File: src/hw/rtl/cmt_pkg.sv
// Shared types, status codes and helpers for the command tag table.
package cmt_pkg;

  localparam int unsigned TagW = 40;
  localparam int unsigned PidW = 8;
  localparam int unsigned IdW  = 9;

  localparam logic [1:0] ST_OK        = 2'd0;
  localparam logic [1:0] ST_NOT_FOUND = 2'd1;
  localparam logic [1:0] ST_CONFLICT  = 2'd2;
  localparam logic [1:0] ST_FULL      = 2'd3;

  localparam logic REQ_GET = 1'b0;
  localparam logic REQ_PUT = 1'b1;

  localparam logic [IdW-1:0] ID_NONE = {IdW{1'b1}};

  // Request token handed from cell to cell.
  typedef struct packed {
    logic            vld;
    logic            put;
    logic [TagW-1:0] tag;
    logic [PidW-1:0] pid;
    logic            done;
    logic [IdW-1:0]  pid_out;
    logic [1:0]      status;
  } tok_t;

  // Tag ends at its first zero byte.
  function automatic logic [TagW-1:0] norm_tag(input logic [TagW-1:0] raw);
    logic [TagW-1:0] kept;
    logic            stop;
    kept = '0;
    stop = 1'b0;
    for (int b = 0; b < TagW / 8; b++) begin
      if (raw[8*b +: 8] == 8'd0) begin
        stop = 1'b1;
      end
      if (!stop) begin
        kept[8*b +: 8] = raw[8*b +: 8];
      end
    end
    return kept;
  endfunction

endpackage

File: src/hw/rtl/cmt_cell.sv
// One table entry: holds a tag and its id, resolves a passing request token.
module cmt_cell (
  input  logic          clk_i,
  input  logic          rst_ni,
  input  logic          en_i,
  input  cmt_pkg::tok_t tok_i,
  output cmt_pkg::tok_t tok_o,
  output logic          filled_o
);
  import cmt_pkg::*;

  tok_t            tok_d, tok_q;
  logic [TagW-1:0] tag_d, tag_q;
  logic [IdW-1:0]  id_d, id_q;
  logic [IdW-1:0]  new_id;
  logic            empty;
  logic            hit;

  assign empty  = (tag_q[7:0] == 8'd0);
  assign hit    = (tag_q == tok_i.tag);
  assign new_id = {1'b0, tok_i.pid};

  always_comb begin
    tok_d = tok_i;
    tag_d = tag_q;
    id_d  = id_q;
    if (tok_i.vld && !tok_i.done) begin
      if (empty) begin
        tok_d.done = 1'b1;
        if (tok_i.put == REQ_PUT) begin
          tag_d          = tok_i.tag;
          id_d           = new_id;
          tok_d.pid_out  = new_id;
          tok_d.status   = ST_OK;
        end else begin
          tok_d.pid_out  = ID_NONE;
          tok_d.status   = ST_NOT_FOUND;
        end
      end else if (hit) begin
        tok_d.done = 1'b1;
        if (tok_i.put == REQ_PUT) begin
          if (id_q == ID_NONE || id_q == new_id) begin
            id_d          = new_id;
            tok_d.pid_out = new_id;
            tok_d.status  = ST_OK;
          end else begin
            tok_d.pid_out = id_q;
            tok_d.status  = ST_CONFLICT;
          end
        end else begin
          tok_d.pid_out = id_q;
          tok_d.status  = ST_OK;
        end
      end
    end
  end

  always_ff @(posedge clk_i or negedge rst_ni) begin
    if (!rst_ni) begin
      tok_q <= '0;
      tag_q <= '0;
      id_q  <= ID_NONE;
    end else if (en_i) begin
      tok_q <= tok_d;
      tag_q <= tag_d;
      id_q  <= id_d;
    end
  end

  assign tok_o    = tok_q;
  assign filled_o = !empty;

endmodule

File: src/hw/rtl/command_tag_table.sv
// Command tag table: a chain of entry cells mapping tags to process ids.
//
// Requests arrive on the s_axis channel: tuser is the request kind (0 lookup,
// 1 register), tdata carries the five-byte tag and the process id. Each
// transaction produces exactly one result on m_axis: the id stored for the
// tag (or all ones for none) and a status code.
// A request walks the chain of TABLE_ENTRIES cells, one cell per cycle while the
// chain is not held, and then reaches the output register. The chain is a
// pipeline, so one request is taken per cycle unless the receiver stalls; a
// later request always meets the updates of earlier ones.
// Entries fill in order from cell zero and are never removed.
// Reset empties every entry and clears all requests in flight.
// When the receiver stalls with a result waiting, the whole chain holds and
// s_axis_tready_o drops until the result is taken.
module command_tag_table #(
  parameter int unsigned TABLE_ENTRIES = 16
) (
  input  logic        clk_i,
  input  logic        rst_ni,
  input  logic        s_axis_tvalid_i,
  output logic        s_axis_tready_o,
  input  logic [47:0] s_axis_tdata_i,   // tag[39:0], pid[47:40]
  input  logic        s_axis_tuser_i,   // req_type
  output logic        m_axis_tvalid_o,
  input  logic        m_axis_tready_i,
  output logic [15:0] m_axis_tdata_o    // pid_out[8:0], status[10:9], zero[15:11]
);
  import cmt_pkg::*;

  tok_t                     tok_w [TABLE_ENTRIES+1];
  logic [TABLE_ENTRIES-1:0] filled_w;
  logic                     en;
  logic [TagW-1:0]          in_tag;
  tok_t                     last_tok;
  logic                     out_vld_q;
  logic [IdW-1:0]           out_pid_d, out_pid_q;
  logic [1:0]               out_st_d, out_st_q;

  assign en     = !out_vld_q || m_axis_tready_i;
  assign in_tag = norm_tag(s_axis_tdata_i[TagW-1:0]);

  always_comb begin
    tok_w[0]         = '0;
    tok_w[0].vld     = s_axis_tvalid_i;
    tok_w[0].put     = s_axis_tuser_i;
    tok_w[0].tag     = in_tag;
    tok_w[0].pid     = s_axis_tdata_i[TagW +: PidW];
    if (in_tag == '0) begin
      tok_w[0].done    = 1'b1;
      tok_w[0].pid_out = ID_NONE;
      tok_w[0].status  = ST_NOT_FOUND;
    end
  end

  for (genvar i = 0; i < TABLE_ENTRIES; i++) begin : g_cell
    cmt_cell u_cell (
      .clk_i    (clk_i),
      .rst_ni   (rst_ni),
      .en_i     (en),
      .tok_i    (tok_w[i]),
      .tok_o    (tok_w[i+1]),
      .filled_o (filled_w[i])
    );
  end

  assign last_tok = tok_w[TABLE_ENTRIES];

  always_comb begin
    out_pid_d = last_tok.pid_out;
    out_st_d  = last_tok.status;
    if (!last_tok.done) begin
      out_pid_d = ID_NONE;
      out_st_d  = (last_tok.put == REQ_PUT) ? ST_FULL : ST_NOT_FOUND;
    end
  end

  always_ff @(posedge clk_i or negedge rst_ni) begin
    if (!rst_ni) begin
      out_vld_q <= 1'b0;
    end else if (en) begin
      out_vld_q <= last_tok.vld;
    end
  end

  always_ff @(posedge clk_i) begin
    if (en) begin
      out_pid_q <= out_pid_d;
      out_st_q  <= out_st_d;
    end
  end

  assign s_axis_tready_o = en;
  assign m_axis_tvalid_o = out_vld_q;
  assign m_axis_tdata_o  = {5'd0, out_st_q, out_pid_q};

  a_none_on_miss: assert property (@(posedge clk_i) disable iff (!rst_ni)
    (m_axis_tvalid_o && (out_st_q == ST_NOT_FOUND || out_st_q == ST_FULL))
      |-> out_pid_q == ID_NONE)
    else $error("miss result carries an id");

  a_conflict_id: assert property (@(posedge clk_i) disable iff (!rst_ni)
    (m_axis_tvalid_o && out_st_q == ST_CONFLICT) |-> out_pid_q != ID_NONE)
    else $error("conflict reported against an unset id");

  a_fill_order: assert property (@(posedge clk_i) disable iff (!rst_ni)
    (filled_w & (filled_w + TABLE_ENTRIES'(1))) == '0)
    else $error("table entries not filled in order");

endmodule

File: config.mk
export PLATFORM = sky130hd
export DESIGN_NAME = command_tag_table
export DESIGN_NICKNAME = d
export VERILOG_FILES = /design/src/hw/rtl/cmt_pkg.sv /design/src/hw/rtl/cmt_cell.sv /design/src/hw/rtl/command_tag_table.sv
export SDC_FILE = /design/constraint.sdc
export NUM_CORES = 2
export LEC_CHECK = 0
export BUFFER_PORTS_ARGS = -buffer_cell sky130_fd_sc_hd__buf_2
export CAP_MARGIN = 20
export CORE_ASPECT_RATIO = 1.25
export CORE_MARGIN = 2
export CORE_UTILIZATION = 39
export CTS_BUF_LIST = sky130_fd_sc_hd__clkbuf_16
export DETAILED_ROUTE_END_ITERATION = 7
export PLACE_DENSITY_LB_ADDON = 0.12
export RECOVER_POWER = 50
export REMOVE_ABC_BUFFERS = 1
export SYNTH_ARGS = -nofsm -noshare
export SYNTH_HDL_FRONTEND = slang
export SYNTH_SLANG_ARGS = --single-unit
File: constraint.sdc
create_clock -name clk_i -period 2.6 [get_ports clk_i]
set_input_delay 0.52 -clock clk_i [delete_from_list [all_inputs] [get_ports clk_i]]
set_output_delay 0.52 -clock clk_i [all_outputs]
set_load 0.1 [all_outputs]
Word level (Yosys, flattened, before mapping)
Index checks and enable logic that the tools add are counted.
- equality and inequality tests: 80
- mux-type cells: 189
- reduce and logical (&&, ||, !) cells: 136
- operators with widths (operator ; number):
    $mux W9 ; 80
    $eq A40 B40 Y1 ; 16
    $mux W12 ; 49
    $mux W11 ; 48
    $logic_not A8 Y1 ; 21
    $eq A9 B8 Y1 ; 16
    $eq A9 B9 Y1 const B ; 16
    $reduce_and A6 Y1 ; 16
    $ne A2 B2 Y1 const B ; 32
    $reduce_and A4 Y1 ; 16
    $reduce_bool A2 Y1 ; 32
    $logic_not A40 Y1 ; 1
    $mux W8 ; 5
    $logic_not A1 Y1 ; 17
    $logic_or A1 B1 Y1 ; 17
    $logic_and A1 B1 Y1 ; 16
    $mux W1 ; 5
    $mux W2 ; 2
- word-level logic and storage cells: 550
- output and inout bits: 18
- input bits: 53
- bits in registers: 1740

Depth between registers and ports, before layout
- depth in word-level cells: 12
- gate-level depth with buffers: 10
- gate-level depth less buffers: 8

Hierarchy
A second synthesis with hierarchy kept.
- cells, all modules: 7369
- area total of the unflattened synthesis: 82836.9 µm²
- by module, submodules not included (module ; area an instance (µm²) ; cells each ; times used):
    cmt_cell ; 5123.7 ; 455 ; 16
    command_tag_table ; 858.3 ; 89 ; 1

Least setup slack after synthesis
OpenSTA, ideal clock, no wires.
- path type: register -> output
- start: register out_vld_q, in the netlist m_axis_tvalid_o
- end: output port s_axis_tready_o
- cell stages (with the launch flop): 8
- buffers on the path: 5
- slack: -1.415 ns
- arrival: 3.495 ns
- path through: dfrtp_1 -> nor2b_1 -> inv_1 -> clkbuf_1 -> clkbuf_1 -> clkbuf_1 -> clkbuf_1 -> clkbuf_1
- longest elaborated chain between the ends: 2
- RTL lines (element ; line ; RTL):
    start: declaration ; command_tag_table.sv:35 ; logic out_vld_q;
    start signal: assignment ; command_tag_table.sv:81 ; out_vld_q <= last_tok.vld;
    $logic_not A1 Y1 ; command_tag_table.sv:39 ; assign en = !out_vld_q || m_axis_tready_i;
    $logic_or A1 B1 Y1 ; command_tag_table.sv:39 ;
    end: declaration ; command_tag_table.sv:21 ; output logic s_axis_tready_o,
No other way between the ends.

Worst setup path in the final report
- start: input port s_axis_tdata_i[17]
- end: register g_cell[0].u_cell.id_q[6]
- longest elaborated chain between the ends: 10
- elaborated cells between the ends (all ways): 15
- classes of those cells: 2 x eq/ne; 7 x mux; 6 x reduce/logical
- RTL lines (element ; line ; RTL):
    start: declaration ; command_tag_table.sv:22 ; input logic [47:0] s_axis_tdata_i,
    $logic_not A8 Y1 ; cmt_pkg.sv:36 ; if (raw[8*b +: 8] == 8'd0) begin
    $mux W1 (3 in a row) ; cmt_pkg.sv:36 ;
    $mux W8 ; cmt_pkg.sv:39 ; if (!stop) begin
    $logic_not A40 Y1 ; command_tag_table.sv:48 ; if (in_tag == '0) begin
    $mux W12 ; command_tag_table.sv:48 ;
    $logic_not A1 Y1 ; cmt_cell.sv:27 ; if (tok_i.vld && !tok_i.done) begin
    $logic_and A1 B1 Y1 ; cmt_cell.sv:27 ;
    $reduce_and A6 Y1 (no source line) * ; -- ;
    end signal: assignment ; cmt_cell.sv:66 ; id_q <= id_d;
    end: declaration ; cmt_cell.sv:14 ; logic [IdW-1:0] id_d, id_q;
Mark *: on every way between the ends. The rest lies on a longest branch, timed or not.
A chain may end at the register's enable or synchronous reset.

==> key figures <==
Route
  • Routed len/inst: about 19 µm
  • Final WL: about 210,000 µm
  • Drt first pass iters: 5
  • DRC: 0
  • Detail-routed via count per cell: approximately 5
  • Via count: roughly 54,000
  • Post-route ant nets: 0
  • DRT iter0 DRCs: between 2,000 and 3,000

Die
  • Starting Density: between 30 and 40%
  • Die width: slightly above 400 µm
  • Die Ht: 503.0 µm
  • # rows: approximately 180
  • Total core area: around 200,000 µm²
  • Die Area: between 200,000 and 250,000 µm²
  • Number of top-level pins: roughly 70

STA
  • # setup viols final: between 80 and 90
  • Slew Limit Fails: 0
  • Slew @ Worst Pin: around 1.2 ns
  • Setup TNS Final: -10.67 ns
  • RSZ-0062 raised after global routing: true
  • Tmin final: just under 3 ns
  • Worst hold margin: 0.06674 ns
  • PnR worst setup slack: -0.3366 ns
  • Setup Skew: 0.02806 ns
  • Slew headroom: 19.94%
  • F_max: roughly 340 MHz
  • Fin crit share: 112.9%
  • Final Hold Fails: 0

Place
  • Setup WS pre-CTS: -1.426 ns
  • Dpl hpwl: 145,400 µm
  • Port Buf Inserts: between 60 and 70
  • Inst Count DP: 10,370
  • Routability cong.: between 0.8 and 0.9

Setup path
  • Crit. Startpoint: s_axis_tdata_i[17]
  • Crit Path Max Fanout: 8
  • Crit path kind: in -> reg
  • Worst reg2reg startpoint: g_cell[0].u_cell.tag_q[4]
  • Worst path max stage delay: 0.60 ns
  • FF-to-FF path depth: 9
  • Crit. End Element: register
  • CP Capture Point: g_cell[0].u_cell.id_q[6]
  • Most frequent CP cell: or4_4
  • Critical-path cell list: buf_2 -> or4_1 -> or4_4 -> and3_4 -> a2111oi_4 -> o2111ai_1 -> or4_4 -> o21ai_4 -> buf_12 -> mux2_4
  • Slowest CP cell: or4_4
  • Critical path arrival: 3.69 ns
  • Reg2reg end: g_cell[0].u_cell.id_q[6]
  • Setup crit start kind: input pin
  • Flop-to-flop setup slack: -0.30 ns
  • Critical Path RT: between 3 and 4 ns

Yosys
  • Avg Cell Area, Syn: ~11 µm²
  • Mapped cell area: ~80,000 µm²
  • Register area share after synthesis: a little under three fifths
  • Top cells by area, synth: dfrtp_1 51%, nand2_1 11%, mux2_2 8.8%, xor2_1 5.0%, dfstp_2 4.9%
  • Number of enable flip-flop cells after synthesis: 11
  • Post-synthesis cell count: between 7,000 and 8,000
  • Netlist cell types: 63
  • Post-synthesis register bit count: ~1,700
  • Syn. warnings: 0
  • Top-area cell type share of the netlist area: around half
  • Share of async-settable or async-resettable flops after synthesis: about 100%
  • Main flop type after synthesis: dfrtp_1
  • Largest area contributor in the netlist: dfrtp_1

Status
  • Status: complete, but fails checks
  • Failing checks: setup timing

Final layout
  • Non-Filler Instances: about 11,000
  • Multi-input gate area: between 30,000 and 40,000 µm²
  • Share of post-route cells with drive strength above 1: between 20% and 30%
  • Register area: 43,780 µm²
  • Fillers: about 18,000
  • Area Overhead vs Synth: 22.81%
  • # nets final: 8,148

Clock network
  • CTS tree: built
  • Root buf cell: clkbuf_16
  • Total CTS buffers: approximately 190
  • Later-pin clock latency in the skew report: slightly above 0.8 ns
  • Sink Count: ~1,700
  • Clock Tree Buf Depth: 3
  • H-tree depth: 4
  • Worst-path clk slew: ~0.060 ns

Global route
  • Grt ovf: 0
  • First-pass GRT wire length: between 300,000 and 400,000 µm
  • Total track usage: between 20% and 30%
  • Largest net degree at the start of global routing: 141
  • Initial antenna violation count: 1
  • Vias in the first global route: approximately 56,000

Power and ir drop
  • Leak: between 40 and 50 nW
  • P per Cell Area: between 1000 and 1500 nW/µm²
  • Power Total: 117.9 mW
  • Maximum VDD drop: between 0.7 and 0.8 mV

Flow run
  • Max cap viols: 0

Hold path
  • Hold Startpoint: s_axis_tdata_i[6]
  • Worst Hold Class: in -> reg
[metrics by stage]
stage                     area [µm²]  utilization, %
after floorplan                76410               -
after global placement         85820           43.23
after detailed placement       85820           43.23
after CTS                      93540           47.12
after global routing           95400           48.06
final                          95400           48.06
[cell usage in the layout, fill, tap and decap left out, drive strengths merged, types with 19 or more instances in the layout]
cell,count
clkinv,78
nor2,158
mux2i,118
mux2,608
or4,35
a21oi,70
nor2b,54
dfstp,144
xor2,443
o21ai,271
clkbuf,225
a21o,143
bufinv,19
a2bb2oi,40
nand4,143
a31oi,63
o2bb2ai,56
xnor2,304
nor4,138
buf,800
dfrtp,1585
nand2,2367
nor3,25
o22a,70
inv,85
[worst min path at each step]
stage,to,slack [ns],cells past startpoint
CTS,g_cell[0].u_cell.tag_q[6],0.0007,3
global route,g_cell[0].u_cell.tag_q[7],0.02,3
floorplan,g_cell[0].u_cell.tag_q[0],0.22,0
detailed placement,g_cell[11].u_cell.tag_q[26],0.42,1
global placement,g_cell[10].u_cell.tok_o[46],0.43,1
finish,g_cell[0].u_cell.tag_q[6],0.07,3
[where the power goes]
group	switching (mW)	total, mW	internal, mW
Clock	11.2	26.4	15.1
Combinational	21.0	41.3	20.4
Sequential	11.3	50.2	38.9
Total	43.5	118	74.5
[critical path, delay by kind of cell]
kind                   cells  cell delay [ns]
AND/OR/NAND/NOR            4             1.84
AO/OA/AOI/OAI              3             0.78
multiplexers               1             0.30
buffers and inverters      2             0.25
[metal layers]
metal | track usage, % | wire [µm]
met5 | 0 | 0
met2 | 38.61 | 113600
met1 | 24.26 | 85050
met3 | 2.365 | 4446
met4 | 5.571 | 5360
[sequential cells by signal, summed over array words and instances, names as in the netlist]
register             flops
g_cell.u_cell.tag_q    640
g_cell.u_cell.id_q     144
m_axis_tvalid_o          1
g_cell.u_cell.tok_o    944
out_pid_q                9
out_st_q                 2
[cells in the mapped netlist (40+ instances only)]
cell type	instances
nand2_1	2367
clkbuf_1	317
dfrtp_1	1585
mux2_2	607
a21oi_1	70
nand4_1	143
a2bb2oi_1	40
dfstp_2	144
nor2b_1	54
o22a_1	70
a21o_1	143
nor4_1	138
a31oi_1	63
o21ai_0	268
o2bb2ai_1	56
xnor2_1	304
mux2i_1	118
xor2_1	443
nor2_1	158
[repair_timing]
action | 4_1_cts | 5_1_grt
hold endpoints to repair | 471 | 0
hold buffers | 15 | 0
resized for setup | 257 | 302
endpoints found under the setup margin | 279 | 296
buffers inserted | 42 | 52
cloned | 15 | 14
pin swaps | 96 | 123
[cells by family after synthesis]
logic type | Yosys count | synth area share, %
DFF | 1740 | 56.36
other | 1 | 0.004828
muxes | 726 | 10.33
buffers and inverters | 364 | 1.794
and+or+nand+nor | 3011 | 16.20
AOI/OAI and AO/OA | 796 | 6.886
xor gates and xnor gates | 747 | 8.423
[area by class of cell]
cell class,count,area share [%]
Antenna cell,1,0.002623
Sequential cell,1740,45.90
Tap cell,2590,3.397
Multi-Input combinational cell,5285,36.55
Clock inverter,157,1.360
Inverter,31,0.1298
Clock buffer,190,4.984
Timing Repair Buffer,851,7.681
Note: power is estimated with default switching activity, not from simulation.
